File: src/hdl/upe_pkg.sv
// Shared types, constants and character-class functions of the URL percent encoder.
package upe_pkg;

  localparam int ByteW   = 8;
  localparam int MaskW   = 18;
  localparam int MaxRes  = 7;
  localparam int CntW    = 3;
  localparam int CfgIdxW = 2;

  localparam logic [ByteW-1:0] PctChar = 8'h25;

  // Reserved characters, entry 0 first: : / ? # [ ] @ ! $ & ' ( ) * + , ; =
  localparam logic [MaskW-1:0][ByteW-1:0] ReservedChars = {
    8'h3D, 8'h3B, 8'h2C, 8'h2B, 8'h2A, 8'h29, 8'h28, 8'h27, 8'h26,
    8'h24, 8'h21, 8'h40, 8'h5D, 8'h5B, 8'h23, 8'h3F, 8'h2F, 8'h3A
  };

  typedef enum logic [CfgIdxW-1:0] {
    REG_SAFE_MASK    = 2'd0,
    REG_ENCODED_MODE = 2'd1
  } cfg_reg_t;

  typedef enum logic [2:0] {
    HOLD_NONE = 3'b001,
    HOLD_PCT  = 3'b010,
    HOLD_DIG  = 3'b100
  } hold_t;

  typedef struct packed {
    logic [MaskW-1:0] safe_mask;
    logic             encoded_mode;
  } cfg_t;

  typedef struct packed {
    logic [MaxRes-1:0][ByteW-1:0] bytes;
    logic [CntW-1:0]              count;
    logic                         last;
  } expand_t;

  function automatic logic [ByteW-1:0] hex_char(input logic [3:0] d);
    logic [ByteW-1:0] c;
    if (d < 4'd10) begin
      c = 8'h30 + {4'h0, d};
    end else begin
      c = 8'h37 + {4'h0, d};
    end
    return c;
  endfunction

  function automatic logic is_hex(input logic [ByteW-1:0] b);
    return (b >= 8'h30 && b <= 8'h39) || (b >= 8'h41 && b <= 8'h46) ||
           (b >= 8'h61 && b <= 8'h66);
  endfunction

  function automatic logic is_unreserved(input logic [ByteW-1:0] b);
    return (b >= 8'h41 && b <= 8'h5A) || (b >= 8'h61 && b <= 8'h7A) ||
           (b >= 8'h30 && b <= 8'h39) || b == 8'h2E || b == 8'h7E ||
           b == 8'h5F || b == 8'h2D;
  endfunction

  // One-hot hit vector over the reserved set; zero if b is not reserved.
  function automatic logic [MaskW-1:0] reserved_sel(input logic [ByteW-1:0] b);
    logic [MaskW-1:0] sel;
    for (int i = 0; i < MaskW; i++) begin
      sel[i] = (b == ReservedChars[i]);
    end
    return sel;
  endfunction

endpackage

File: src/hdl/upe_if.sv
// Valid/ready channel interfaces: input bytes, encoded bytes, register writes.
interface upe_in_if;
  logic                     valid;
  logic                     ready;
  logic [upe_pkg::ByteW-1:0] data_byte;
  logic                     in_last;

  modport source (output valid, output data_byte, output in_last, input ready);
  modport sink   (input valid, input data_byte, input in_last, output ready);
endinterface

interface upe_out_if;
  logic                     valid;
  logic                     ready;
  logic [upe_pkg::ByteW-1:0] out_byte;
  logic                     run_end;
  logic                     string_end;

  modport source (output valid, output out_byte, output run_end, output string_end,
                  input ready);
  modport sink   (input valid, input out_byte, input run_end, input string_end,
                  output ready);
endinterface

interface upe_cfg_if;
  logic                       valid;
  logic                       ready;
  logic [upe_pkg::CfgIdxW-1:0] index;
  logic [upe_pkg::MaskW-1:0]   data;

  modport source (output valid, output index, output data, input ready);
  modport sink   (input valid, input index, input data, output ready);
endinterface

File: src/hdl/upe_cfg_regs.sv
// Configuration registers: safe mask and encoded-mode flag.
module upe_cfg_regs (
  input  logic            clk,
  input  logic            rst,
  upe_cfg_if.sink         cfg,
  output upe_pkg::cfg_t   regs
);

  assign cfg.ready = 1'b1;

  always_ff @(posedge clk) begin
    if (rst) begin
      regs.safe_mask    <= '0;
      regs.encoded_mode <= 1'b0;
    end else if (cfg.valid) begin
      if (cfg.index == upe_pkg::REG_SAFE_MASK) begin
        regs.safe_mask <= cfg.data;
      end else if (cfg.index == upe_pkg::REG_ENCODED_MODE) begin
        regs.encoded_mode <= cfg.data[0];
      end
    end
  end

endmodule

File: src/hdl/upe_expand.sv
// Expands one input byte into its run of up to seven result bytes; holds lookahead state.
module upe_expand (
  input  logic                      clk,
  input  logic                      rst,
  input  upe_pkg::cfg_t             regs,
  input  logic [upe_pkg::ByteW-1:0] data_byte,
  input  logic                      in_last,
  input  logic                      take,
  output upe_pkg::expand_t          run
);

  upe_pkg::hold_t            hold;
  upe_pkg::hold_t            hold_next;
  logic [upe_pkg::ByteW-1:0] digit;

  logic                      fr_hold;
  logic                      fr_esc;
  logic                      plain;
  logic                      use_fresh;
  logic [upe_pkg::CntW-1:0]  fr_n;
  logic [upe_pkg::CntW-1:0]  pre_n;
  logic [upe_pkg::ByteW-1:0] fr  [3];
  logic [upe_pkg::ByteW-1:0] pre [4];

  // Byte taken afresh: pass, escape, or start a held percent.
  always_comb begin
    plain   = upe_pkg::is_unreserved(data_byte) ||
              (|(upe_pkg::reserved_sel(data_byte) & regs.safe_mask));
    fr_hold = regs.encoded_mode && data_byte == upe_pkg::PctChar && !in_last;
    fr_esc  = !fr_hold && !plain;
    if (fr_hold) begin
      fr_n = 3'd0;
    end else if (fr_esc) begin
      fr_n = 3'd3;
    end else begin
      fr_n = 3'd1;
    end
    if (fr_esc) begin
      fr[0] = upe_pkg::PctChar;
      fr[1] = upe_pkg::hex_char(data_byte[7:4]);
      fr[2] = upe_pkg::hex_char(data_byte[3:0]);
    end else begin
      fr[0] = data_byte;
      fr[1] = data_byte;
      fr[2] = data_byte;
    end
  end

  // Resolve held bytes, then pick the prefix in front of the fresh part.
  always_comb begin
    pre[0]    = upe_pkg::PctChar;
    pre[1]    = upe_pkg::hex_char(upe_pkg::PctChar[7:4]);
    pre[2]    = upe_pkg::hex_char(upe_pkg::PctChar[3:0]);
    pre[3]    = digit;
    pre_n     = 3'd0;
    use_fresh = 1'b1;
    hold_next = upe_pkg::HOLD_NONE;
    case (hold)
      upe_pkg::HOLD_PCT: begin
        if (upe_pkg::is_hex(data_byte) && !in_last) begin
          use_fresh = 1'b0;
          hold_next = upe_pkg::HOLD_DIG;
        end else begin
          pre_n = 3'd3;
        end
      end
      upe_pkg::HOLD_DIG: begin
        if (upe_pkg::is_hex(data_byte)) begin
          pre[1]    = digit;
          pre[2]    = data_byte;
          pre_n     = 3'd3;
          use_fresh = 1'b0;
        end else begin
          pre_n = 3'd4;
        end
      end
      default: begin
        pre_n = 3'd0;
      end
    endcase
    if (use_fresh && fr_hold) begin
      hold_next = upe_pkg::HOLD_PCT;
    end
  end

  always_comb begin
    logic [upe_pkg::CntW-1:0] j;
    for (int i = 0; i < upe_pkg::MaxRes; i++) begin
      j = upe_pkg::CntW'(i) - pre_n;
      if (upe_pkg::CntW'(i) < pre_n) begin
        run.bytes[i] = pre[2'(i)];
      end else if (j < 3'd3) begin
        run.bytes[i] = fr[j[1:0]];
      end else begin
        run.bytes[i] = '0;
      end
    end
    run.count = pre_n + (use_fresh ? fr_n : 3'd0);
    run.last  = in_last;
  end

  always_ff @(posedge clk) begin
    if (rst) begin
      hold <= upe_pkg::HOLD_NONE;
    end else if (take) begin
      hold <= hold_next;
    end
  end

  always_ff @(posedge clk) begin
    if (take && hold == upe_pkg::HOLD_PCT) begin
      digit <= data_byte;
    end
  end

endmodule

File: src/hdl/upe_serial.sv
// Run register that shifts result bytes out one per beat into the output register.
module upe_serial (
  input  logic                      clk,
  input  logic                      rst,
  input  upe_pkg::expand_t          run,
  input  logic                      take,
  output logic                      in_ready,
  output logic                      out_valid,
  input  logic                      out_ready,
  output logic [upe_pkg::ByteW-1:0] out_byte,
  output logic                      run_end,
  output logic                      string_end
);

  logic [upe_pkg::ByteW-1:0] pend [upe_pkg::MaxRes];
  logic [upe_pkg::CntW-1:0]  rem;
  logic                      str_last;
  logic                      out_load;

  assign out_load = (rem != '0) && (!out_valid || out_ready);
  assign in_ready = (rem == '0) || (rem == upe_pkg::CntW'(1) && out_load);

  always_ff @(posedge clk) begin
    if (rst) begin
      rem       <= '0;
      out_valid <= 1'b0;
    end else begin
      if (out_load) begin
        out_valid <= 1'b1;
      end else if (out_ready) begin
        out_valid <= 1'b0;
      end
      if (take) begin
        rem <= run.count;
      end else if (out_load) begin
        rem <= rem - upe_pkg::CntW'(1);
      end
    end
  end

  always_ff @(posedge clk) begin
    if (out_load) begin
      out_byte   <= pend[0];
      run_end    <= (rem == upe_pkg::CntW'(1));
      string_end <= (rem == upe_pkg::CntW'(1)) && str_last;
    end
    if (take) begin
      for (int i = 0; i < upe_pkg::MaxRes; i++) begin
        pend[i] <= run.bytes[i];
      end
      str_last <= run.last;
    end else if (out_load) begin
      for (int i = 0; i < upe_pkg::MaxRes - 1; i++) begin
        pend[i] <= pend[i+1];
      end
    end
  end

endmodule

File: src/hdl/url_percent_encoder.sv
// Top level of the URL percent encoder.
//
// Channels (valid/ready, a beat moves when both are high at a rising clk edge):
//   raw : input string, one byte per beat (data_byte, in_last on the final byte).
//   enc : encoded string, one byte per beat; run_end marks the last byte caused
//         by one input beat, string_end the final byte of the whole string.
//   cfg : register writes; index 0 = safe_mask, 1 = encoded_mode. Always ready.
//         Write only while the block is drained.
// The first result byte of an input beat passes through the run register and then
// the output register. A passed byte gives one result byte, an escaped byte three,
// a failed lookahead up to seven; a held % or digit gives no output. The one-byte
// output register sets the input rate. The next input beat is taken in the same
// cycle the previous run's last byte moves into the output register.
// Reset (rst, synchronous): clears held lookahead bytes, pending results and
// registers; nothing needs to be swept.
// Receiver stall: enc holds its beat; the run register keeps the rest of the
// run; raw.ready stays low until the last byte enters the output register.
module url_percent_encoder (
  input  logic       clk,
  input  logic       rst,
  upe_in_if.sink     raw,
  upe_out_if.source  enc,
  upe_cfg_if.sink    cfg
);

  upe_pkg::cfg_t    regs;
  upe_pkg::expand_t run;
  logic             take;

  assign take = raw.valid && raw.ready;

  upe_cfg_regs u_cfg (
    .clk  (clk),
    .rst  (rst),
    .cfg  (cfg),
    .regs (regs)
  );

  // Byte classification and lookahead state; produces the whole run.
  upe_expand u_expand (
    .clk       (clk),
    .rst       (rst),
    .regs      (regs),
    .data_byte (raw.data_byte),
    .in_last   (raw.in_last),
    .take      (take),
    .run       (run)
  );

  // Run register and output register.
  upe_serial u_serial (
    .clk        (clk),
    .rst        (rst),
    .run        (run),
    .take       (take),
    .in_ready   (raw.ready),
    .out_valid  (enc.valid),
    .out_ready  (enc.ready),
    .out_byte   (enc.out_byte),
    .run_end    (enc.run_end),
    .string_end (enc.string_end)
  );

endmodule

File: src/flat_wrapper.sv
// flat-port wrapper written by rule: the top's interface ports become plain ports
module url_percent_encoder_flat 
  (clk, rst, raw_valid, raw_data_byte, raw_in_last, raw_ready, enc_valid, enc_out_byte, enc_run_end, enc_string_end, enc_ready, cfg_valid, cfg_index, cfg_data, cfg_ready);
  upe_in_if raw_i ();
  upe_out_if enc_i ();
  upe_cfg_if cfg_i ();
  input  logic clk;
  input  logic rst;
  input wire logic [$bits(raw_i.valid)-1:0] raw_valid;
  input wire logic [$bits(raw_i.data_byte)-1:0] raw_data_byte;
  input wire logic [$bits(raw_i.in_last)-1:0] raw_in_last;
  output wire logic [$bits(raw_i.ready)-1:0] raw_ready;
  output wire logic [$bits(enc_i.valid)-1:0] enc_valid;
  output wire logic [$bits(enc_i.out_byte)-1:0] enc_out_byte;
  output wire logic [$bits(enc_i.run_end)-1:0] enc_run_end;
  output wire logic [$bits(enc_i.string_end)-1:0] enc_string_end;
  input wire logic [$bits(enc_i.ready)-1:0] enc_ready;
  input wire logic [$bits(cfg_i.valid)-1:0] cfg_valid;
  input wire logic [$bits(cfg_i.index)-1:0] cfg_index;
  input wire logic [$bits(cfg_i.data)-1:0] cfg_data;
  output wire logic [$bits(cfg_i.ready)-1:0] cfg_ready;
  assign raw_i.valid = raw_valid;
  assign raw_i.data_byte = raw_data_byte;
  assign raw_i.in_last = raw_in_last;
  assign raw_ready = raw_i.ready;
  assign enc_valid = enc_i.valid;
  assign enc_out_byte = enc_i.out_byte;
  assign enc_run_end = enc_i.run_end;
  assign enc_string_end = enc_i.string_end;
  assign enc_i.ready = enc_ready;
  assign cfg_i.valid = cfg_valid;
  assign cfg_i.index = cfg_index;
  assign cfg_i.data = cfg_data;
  assign cfg_ready = cfg_i.ready;
  url_percent_encoder u_core (.clk(clk), .rst(rst), .raw(raw_i), .enc(enc_i), .cfg(cfg_i));
endmodule
File: config.mk
export PLATFORM = sky130hd
export DESIGN_NAME = url_percent_encoder_flat
export DESIGN_NICKNAME = d
export VERILOG_FILES = /design/src/hdl/upe_pkg.sv /design/src/hdl/upe_if.sv /design/src/hdl/upe_cfg_regs.sv /design/src/hdl/upe_expand.sv /design/src/hdl/upe_serial.sv /design/src/hdl/url_percent_encoder.sv /design/src/flat_wrapper.sv
export SDC_FILE = /design/constraint.sdc
export NUM_CORES = 1
export LEC_CHECK = 0
export BUFFER_PORTS_ARGS = -buffer_cell sky130_fd_sc_hd__buf_4
export CAP_MARGIN = 15
export CORE_ASPECT_RATIO = 1.1
export CORE_MARGIN = 2
export CORE_UTILIZATION = 45
export CTS_CLUSTER_SIZE = 8
export DETAILED_ROUTE_END_ITERATION = 7
export PLACE_DENSITY = 0.62
export SLEW_MARGIN = 20
export SYNTH_ARGS = -nofsm -noshare
export SYNTH_HDL_FRONTEND = slang
export SYNTH_SLANG_ARGS = --single-unit
File: constraint.sdc
create_clock -name clk -period 6.63 [get_ports clk]
set_clock_uncertainty 0.05 [all_clocks]
set_input_delay 0.9945 -clock clk [delete_from_list [all_inputs] [get_ports clk]]
set_output_delay 0.9945 -clock clk [all_outputs]
set_load 0.02 [all_outputs]
==> metrics.yaml <==
syn_area_per_cell_um2: 10.0
worstMarginPinSlew_ps: 988
die_x_um: 108
ys_top_cells_by_area: "edfxtp_1, dfxtp_1, nand2_1, ha_1, a21oi_1"
cp.required_ps: 6760
ios: 47
cp-end-kind: "register"
insertion_delay_ps: 350
drt-total-wl_mm: 13.2
crit_path_top_delay_cell: "or4_1"
yosysWarnings: 0
port-buffer-count: 45
power_density_nw_per_um2: 382
drv_slew: 0
whs_ps: 373
crit_arrival_ps: 4770
ys.flop_type: "edfxtp_1"
placementRows: 41
crit_type: "in2reg"
cts_buffer_depth: 2
clock_sinks: 101
rsz0062_at_grt: "false"
setup_viol: 0
ant_nets: 0
synth_area_leader_cell: "edfxtp_1"
synth_edf_count: 75
leakage_uw: 0.00230
tns_ps: 0
grt_overflow_total: 0
crit_fanout: 16
drtIter0Drc: 334
synth_cell_type_count: 70
area_delta_synth_final_pct: 13.7
outcome: "completed"
antenna_cells: 0
drt-pass1-iter-count: 6
die_h_um: 118
grt_pass1_wl_mm: 21.6
root_buffer: "clkbuf_16"
grt_start_max_net_pins: 54
final_hold_viol_count: 0
slew_headroom: 0.338
min_path_type: "reg2reg"
nets: 612
vdd_drop_max_uv: 174
critPathLaunchType: "input pin"
crit_chain: "buf_4 > inv_1 > ha_1 > or4b_4 > a311o_1 > o21a_1 > nor4_1 > nor3_2 > buf_4 > ha_1 > nand2b_1 > or4_1 > a31oi_1"
cts_hold_buf: 0
timing.fmax_ghz: 0.216
drc: 0
cts_tree: "yes"
synth_top_area_frac: 0.424
htreeDepth: 3
finalCritPeriodShare: 0.700
grtUsageTotal: 0.219
grt_antenna_before_repair: 0
synth_seq_cells: 101
critical-path-top-delay-family: "simple AND/OR/NAND/NOR gates"
syn_inst: 530
p_total_uw: 2300
r2r_cells: 10
die-area_um2: 12700
cts_inserted_buffers: 9
yosysSeqAreaShare: 0.523
cts_setup_buffers: 0
wl_per_cell_um: 18.5
cts.repair.resized: 0
hpwl_mm: 9.50
rrSetupSlack_ps: 3110
gp_congestion: 0.918
fin_crit_ps: 4640
start_util: 0.462
cp_num_buf_inv: 3
drive_above_1_share: 0.145
grt_pass1_vias: 4056
via_per_inst: 5.88
synth_area_um2: 5310
drv_cap: 0
cp.depth: 13
core_area_um2: 11500
critPathMaxStageDelay_ps: 530
holdPathStages: 0
async_flop_share: 0
vias: 4197
synth_nets: 583
cts.reportedPaths.clkPinSlew_ps: 70
-- state kept, by name, indices dropped and copies added (netlist names), 3 cells and up --
signal	count
u_core.u_serial.pend	56
u_core.u_cfg.regs	19
u_core.u_expand.digit	8
u_core.u_serial.out_byte	8
u_core.u_expand.hold	3
u_core.u_serial.rem	3
-- final cells by class --
cell class	count	area (µm²)
Clock buffer	10	250
Tap cell	150	188
Inverter	16	60.1
Fill cell	1084	5460
Multi-Input combinational cell	382	2350
Timing Repair Buffer	49	368
Clock inverter	6	40.0
Sequential cell	101	2770
-- worst paths after layout --
path	from	to
worst max register to register	u_core.u_serial.rem[0]	u_core.u_serial.pend[5][2]
worst min-delay path	u_core.u_serial.pend[0][0]	u_core.u_serial.out_byte[0]
worst max-delay path	raw_data_byte[1]	u_core.u_serial.pend[5][4]
worst min register to register	u_core.u_serial.pend[0][0]	u_core.u_serial.out_byte[0]
-- cells in the mapped netlist (5+ instances only) --
library cell / count
inv_1: 14
nor2_1: 44
edfxtp_1: 75
dfxtp_1: 26
nand3_1: 5
nor2b_1: 7
nand2b_1: 5
nor3_1: 13
o31ai_1: 10
a22o_1: 7
a221o_1: 9
ha_1: 18
nand2_1: 91
nor3b_1: 8
and3_1: 10
clkbuf_1: 21
a31oi_1: 6
a21oi_1: 39
o21ai_0: 28
-- through the flow --
step           worst slack [ps]  instance area, µm²  utilization  cells
6_report                   1990                6030        0.525    714
5_1_grt                    1730                6030        0.525    714
4_1_cts                    2020                6020        0.524    714
3_5_place_dp               1670                5730        0.499    698
3_3_place_gp               1830                5730        0.499    698
2_1_floorplan              1720                5310            -    530
-- routing by layer --
layer	vias to the layer above	routed length [µm]	GRT usage
li1	2015	-	-
met5	-	0	0
met2	133	6410	0.352
met3	21	602	0.0393
met1	2028	5860	0.298
met4	0	304	0.0721
-- power by group --
part / switching, µW / total, µW / internal (µW) / leakage [µW]
logic: 482 / 728 / 245 / 0.00117
clock network: 239 / 518 / 279 / 0.000149
registers: 66.4 / 1060 / 989 / 0.000978
total: 788 / 2300 / 1510 / 0.00230
-- cell usage in the layout (no fill, tap or decap), drive strengths merged, types with 4 or more instances in the layout --
| cell type | synthesis | final |
|---|---|---|
| a211oi | 4 | 4 |
| a21oi | 39 | 39 |
| a221o | 9 | 9 |
| a22o | 7 | 7 |
| a31oi | 6 | 6 |
| and2 | 4 | 4 |
| and3 | 10 | 10 |
| buf | 9 | 49 |
| clkbuf | 22 | 10 |
| dfxtp | 26 | 26 |
| edfxtp | 75 | 75 |
| ha | 18 | 18 |
| inv | 15 | 19 |
| mux2i | 4 | 4 |
| nand2 | 91 | 91 |
| nand2b | 5 | 5 |
| nand3 | 5 | 5 |
| nor2 | 47 | 47 |
| nor2b | 7 | 7 |
| nor3 | 15 | 15 |
| nor3b | 8 | 8 |
| o21a | 4 | 4 |
| o21ai | 28 | 28 |
| o221ai | 4 | 4 |
| o22ai | 4 | 4 |
| o31ai | 10 | 10 |
-- cell families after synthesis --
kind of cell / count (synthesis) / share of synthesized area
multiplexers: 6 / 0.0118
adder cells (fa/ha/maj): 19 / 0.0462
XOR/XNOR: 4 / 0.00660
buffers and inverters: 47 / 0.0373
AO/OA/AOI/OAI: 142 / 0.179
other: 2 / 0.00142
flip-flops: 101 / 0.523
AND/OR/NAND/NOR: 209 / 0.195
No activity file was read; power rests on OpenSTA's default activity.
